## src/sv/ssim_pkg.sv

```systemverilog
// Shared types, codes and default sizes of the sparse set index map.
package ssim_pkg;

  // Fixed field widths of the item and result beats.
  localparam int ID_BITS     = 10;
  localparam int STATUS_BITS = 3;
  localparam int COUNT_BITS  = 11;

  // Default sizes handed to the top level parameters.
  localparam int MAX_IDS_DEF  = 1024;
  localparam int CAPACITY_DEF = 1024;
  localparam int POS_BITS_DEF = 40;

  // Operation codes carried in the opcode field.
  localparam logic OP_INSERT = 1'b0;
  localparam logic OP_ERASE  = 1'b1;

  // Result status codes.
  typedef enum logic [STATUS_BITS-1:0] {
    STAT_INSERTED = 3'd0,
    STAT_UPDATED  = 3'd1,
    STAT_ERASED   = 3'd2,
    STAT_ABSENT   = 3'd3,
    STAT_FULL     = 3'd4
  } ssim_status_t;

  // Controller states.
  typedef enum logic [1:0] {
    ST_CLEAR,
    ST_IDLE,
    ST_EXEC
  } ssim_state_t;

  // Commands from the controller to the datapath.
  typedef struct packed {
    logic capture;   // take the input beat and launch the table reads
    logic commit;    // apply the table writes and load the result register
    logic clear_wr;  // clear one presence entry of the reset sweep
  } ssim_cmd_t;

  // Status from the datapath to the controller.
  typedef struct packed {
    logic clear_last;  // the sweep is at its final presence entry
  } ssim_sts_t;

endpackage

```

## src/sv/ssim_ctrl.sv

```systemverilog
// Controller state machine: reset sweep, beat handshakes and step sequencing.
module ssim_ctrl
  import ssim_pkg::*;
(
  input  logic      clk,
  input  logic      rst_n,
  input  logic      in_valid,
  output logic      in_stall,
  output logic      out_valid,
  input  logic      out_stall,
  input  ssim_sts_t sts,
  output ssim_cmd_t cmd
);

  ssim_state_t state_r;
  ssim_state_t state_nxt;
  logic        out_valid_r;
  logic        out_valid_nxt;
  logic        out_free;

  // The result register can take a new result when empty or being drained.
  assign out_free = !out_valid_r || !out_stall;

  // Next state.
  always_comb begin
    state_nxt = state_r;
    case (state_r)
      ST_CLEAR: begin
        if (sts.clear_last) begin
          state_nxt = ST_IDLE;
        end
      end
      ST_IDLE: begin
        if (in_valid) begin
          state_nxt = ST_EXEC;
        end
      end
      ST_EXEC: begin
        if (out_free) begin
          state_nxt = ST_IDLE;
        end
      end
      default: begin
        state_nxt = ST_CLEAR;
      end
    endcase
  end

  // Outputs of the state machine.
  always_comb begin
    cmd      = '0;
    in_stall = 1'b1;
    case (state_r)
      ST_CLEAR: begin
        cmd.clear_wr = 1'b1;
      end
      ST_IDLE: begin
        in_stall    = 1'b0;
        cmd.capture = in_valid;
      end
      ST_EXEC: begin
        cmd.commit = out_free;
      end
      default: begin
        cmd = '0;
      end
    endcase
  end

  // Result beat valid: set on commit, held while the sink stalls.
  assign out_valid_nxt = cmd.commit || (out_valid_r && out_stall);
  assign out_valid     = out_valid_r;

  always_ff @(posedge clk) begin
    if (!rst_n) begin
      state_r     <= ST_CLEAR;
      out_valid_r <= 1'b0;
    end else begin
      state_r     <= state_nxt;
      out_valid_r <= out_valid_nxt;
    end
  end

endmodule

```

## config.mk

```make
export PLATFORM = sky130hd
export DESIGN_NAME = ssim_ctrl
export DESIGN_NICKNAME = d
export VERILOG_FILES = /design/src/sv/ssim_pkg.sv /design/src/sv/ssim_ctrl.sv
export SDC_FILE = /design/constraint.sdc
export NUM_CORES = 1
export LEC_CHECK = 0
export BUFFER_PORTS_ARGS = -buffer_cell sky130_fd_sc_hd__clkbuf_2
export CAP_MARGIN = 25
export CELL_PAD_IN_SITES_DETAIL_PLACEMENT = 1
export CELL_PAD_IN_SITES_GLOBAL_PLACEMENT = 1
export CORE_AREA = 2 2 39 41
export CTS_CLUSTER_SIZE = 16
export DETAILED_ROUTE_END_ITERATION = 10
export DIE_AREA = 0 0 41 43
export HOLD_SLACK_MARGIN = 0.08
export PLACE_DENSITY = 0.47
export REMOVE_ABC_BUFFERS = 1
export SLEW_MARGIN = 20
export SYNTH_ARGS = -nofsm -noshare
export SYNTH_HDL_FRONTEND = slang
export SYNTH_SLANG_ARGS = --single-unit
export TNS_END_PERCENT = 20
```

## constraint.sdc

```tcl
create_clock -name clk -period 1 [get_ports clk]
set_clock_uncertainty 0.2 [all_clocks]
set_input_delay 0.2 -clock clk [delete_from_list [all_inputs] [get_ports clk]]
set_output_delay 0.2 -clock clk [all_outputs]
set_load 0.03 [all_outputs]
```

## After elaboration in Yosys (flattened, before gate mapping)

Index checks and enable logic that the tools add are counted.

- Bits in registers: 3
- Input port bits: 5
- Output and inout port bits: 5
- Logic and storage cells: 22

- Eq/ne operators: 5
- Mux-type cells: 8
- Reductions and logical operators: 7

Operator list:

| operator | number |
|---|---|
| $mux 2 | 3 |
| $ne 2x2->1 const B | 3 |
| $pmux 2 s3 | 1 |
| $mux 1 | 4 |
| $reduce_and 3->1 | 1 |
| $eq 2x1->1 const B | 1 |
| $eq 2x2->1 const B | 1 |
| $logic_not 1->1 | 2 |
| $logic_not 2->1 | 1 |
| $logic_or 1x1->1 | 2 |
| $logic_and 1x1->1 | 1 |

## Longest topological paths before layout

- Word-level depth: 4
- Gate-level depth with buffers: 3
- Gate-level depth less buffers: 3

## Worst setup path after synthesis

No wires, ideal clock.

- Path type: register to register
- From: reg state_r[1]
- To: reg state_r[1]
- Library setup time: 0.058 ns
- Arrival time: 1.147 ns
- Required time: 0.742 ns
- Setup slack: -0.405 ns
- Stages on the path, launching flop included: 4
- Path buffers: 0
- Clock period less this slack: 1.405 ns
- Cell sequence: dfxtp_1 > nand2b_1 > nor2_2 > o21a_1

- Word-level cells in the longest chain between the ends: 3
- Elaborated cells between the ends (all ways): 8
- Classes of those cells: eq/ne (5); mux (1); reduce/logical (2)

RTL lines:

| element | RTL line | text |
|---|---|---|
| start, declared | ssim_ctrl.sv:15 | `ssim_state_t state_r;` |
| start signal, assigned | ssim_ctrl.sv:79 | `state_r <= state_nxt;` |
| $eq 2x2->1 (tied with other cells) | ssim_ctrl.sv:27 | `case (state_r)` |
| $ne 2x2->1 (no source line) | n/a |  |
| $reduce_and 3->1 (no source line) | n/a |  |

Parallel ways exist; a longest one is shown, timed or not.
A chain may end at the register's enable or synchronous reset.

==> results.toml <==
[clocking]
cts.root.buffer_cell = "sky130_fd_sc_hd__clkbuf_4"
clockBufferDepth = 2
cts.sinks = 3
cts_buffers = 3
clk_transition_reported_paths_ps = 40
cts_tree = "yes"
clkLatencyLatePin_ps = 230
clock_tree.htree_level_count = 1

[hold_path]
timing.hold.worst.start = "rst_n"
worst_min_delay_path_class = "in2reg"

[sta]
fin_ws_ps = -418
worst-slew-pin-transition_ps = 223
final.hold.worst_slack_ps = -1.89
min_period_ps = 1420
rsz0062_at_grt = "true"
worst_slew_margin_rel = 0.850
final_max_slew_viol_count = 0
timing_hold_violations_final = 1
max_freq_ghz = 0.705
finalSetupViolations = 8
post-route-period-util = 1.42

[logic_synthesis]
yosys.area_share.simple = 0.248
synth.cell_area_sq_um = 136
post_synth_xor_xnor_area = 0
synthMuxAreaShare = 0
post-synth-top-area-cell = "sky130_fd_sc_hd__dfxtp_1"
postSynthRegisterBits = 3
seq_area_frac_synth = 0.440
synthCells = 16
synth_area_leaders = "sky130_fd_sc_hd__dfxtp_1 (44%), sky130_fd_sc_hd__o21a_1 (11%), sky130_fd_sc_hd__nand2b_1 (9.2%)"
synth_compound_gate_area_share = 0.284
synth-adder-area-share = 0
main_combinational_cell_family_by_area_after_synthesis = "compound AO/OA/AOI/OAI gates"
syn_area_per_cell_sq_um = 8.52
synth-warning-count = 0
yosys.cell_types.count = 10
yosys.area.top_type_share = 0.440

[grt]
grt_use_total = 0.0872
gr-max-usage-layer = "met2"
met1_usage = 0.0863
met2_usage = 0.119
grt_start_max_net_pins = 5
overflow = 0
grt_first_pass_wirelength_um = 917
antenna_found_initial = 0
global_route.usage.met3 = 0.0366
grt_pass1_vias = 216

[status]
status = "finished, violations left"
violations = "negative hold slack, negative setup slack"

[setup_path]
reg2reg_launch_point = "state_r[1]"
critPathLaunch = "state_r[0]"
critical_path.top_delay_family = "flip-flops"
cp.buffers_inverters = 1
worst_ep_required_time_ps = 600
critical_path.max_fanout = 4
end_kind = "output pin"
cp_cell_instances = "nand2b_4, a21oi_4, buf_8"
arrival_ps = 1020
critical-path-max-stage-delay_ps = 350
worst_setup_path_start_kind = "flip-flop"
crit_type = "reg2out"
worst_path_max_delay_cell = "sky130_fd_sc_hd__dfxtp_4"

[floorplanning]
fp.dieW_um = 41
fp.coreArea_sq_mm = 0.00138
start_util = 0.0986
die-area_sq_mm = 0.00176
rows = 14
top_level_ports = 10
dieHeight_um = 43

[place]
preCtsSetupSlack_ps = -266
placement.cell_area_sq_um = 224
globalplace.congestion = 0.654
portBuffers = 9

[layout]
area.growth.synth_to_final_pct = 171
inserted_diodes = 0
post_route_cells_drive_above_1_share = 0.765
layout.nets = 40
final_area_sq_um = 369
fillCellCount = 166

[route]
final_antenna_net_count = 0
initialDrtViolationCount = 0
finalWirelength_um = 547
drc = 0
drt_pass1_iterations = 1
average_wire_per_standard_cell_um = 10.9
via_per_inst = 3.72
detailroute.via_count = 186

[power]
power_density_mw_per_mm2 = 1360
power.ir.vdd_worst_mv = 0.600
leakage_power_total_nw = 0.156

[run]
max_cap_viol_count = 0
[synth_stat cells]
cell type / n
sky130_fd_sc_hd__o21a_1: 2
sky130_fd_sc_hd__a211oi_1: 1
sky130_fd_sc_hd__nor2_1: 3
sky130_fd_sc_hd__nand2b_1: 2
sky130_fd_sc_hd__nand2_1: 1
sky130_fd_sc_hd__dfxtp_1: 3
sky130_fd_sc_hd__a21oi_2: 1
sky130_fd_sc_hd__inv_1: 1
sky130_fd_sc_hd__nor2_2: 1
sky130_fd_sc_hd__a21boi_1: 1
[state kept, by name, summed over array words and instances (netlist names)]
register,flops
state_r,2
out_valid,1
[area by class of cell]
cell class,instances,area [sq um],share of cell area
clock buffer,4,26.3,0.0712
tap,16,20.0,0.0542
sequential,3,68.8,0.186
multi-input combinational,12,111,0.302
timing repair buffer,14,139,0.376
inverter,1,3.75,0.0102
[per-stage QoR]
stage	utilization	TNS (ps)	hold slack [ps]	std cells	power, W
floorplan	-	-1440	118	16	0.000186
CTS	0.250	-2130	-3.75	49	0.000496
global route	0.267	-2360	-4.84	50	0.000541
global placement	0.162	-883	238	44	0.000224
finish	0.267	-2030	-1.89	50	0.000502
detailed placement	0.162	-1060	247	44	0.000227
[layout by cell type (no fill, tap or decap)]
cell type,n
sky130_fd_sc_hd__a211oi_1,1
sky130_fd_sc_hd__a21boi_2,1
sky130_fd_sc_hd__a21oi_4,1
sky130_fd_sc_hd__buf_4,3
sky130_fd_sc_hd__buf_6,2
sky130_fd_sc_hd__buf_8,4
sky130_fd_sc_hd__clkbuf_1,1
sky130_fd_sc_hd__clkbuf_2,4
sky130_fd_sc_hd__clkbuf_4,3
sky130_fd_sc_hd__clkbuf_8,1
sky130_fd_sc_hd__dfxtp_2,1
sky130_fd_sc_hd__dfxtp_4,2
sky130_fd_sc_hd__inv_1,1
sky130_fd_sc_hd__nand2_1,1
sky130_fd_sc_hd__nand2b_4,2
sky130_fd_sc_hd__nor2_1,2
sky130_fd_sc_hd__nor2_4,2
sky130_fd_sc_hd__o21a_1,2
[cell families (layout without fill, tap and decap cells)]
group | Yosys count | in the layout
simple gates | 7 | 7
buf+inv | 1 | 19
flops | 3 | 3
compound gates | 5 | 5
[final timing paths]
| kind | endpoint | slack [ps] | depth (start not counted) |
|---|---|---|---|
| setup / recovery | cmd[1] | -420 | 3 |
| hold / removal | state_r[0] | -2 | 2 |
| setup reg to reg | state_r[1] | -240 | 5 |
| hold reg to reg | out_valid | 340 | 2 |
[power by group]
part	total (W)	internal, W	switching, W
logic	0.000152	0.0000824	0.0000701
clock network	0.000213	0.000150	0.0000631
registers	0.000136	0.000126	0.0000100
[timing repair]
action / CTS / global route
resized for setup: 21 / 7
pin swaps: 2 / 3
endpoints found under the hold margin: 3 / 3
setup buffers: 1 / 1
endpoints found under the setup margin: 7 / 7
[routing by layer]
layer  vias up  wire, um  share of wire
met5         -         0              0
met4         0        29          0.053
met3         4        60           0.11
met2        12       260           0.48
met1        81       196           0.36
li1         89         -              -
(Power assumes the default switching activity.)
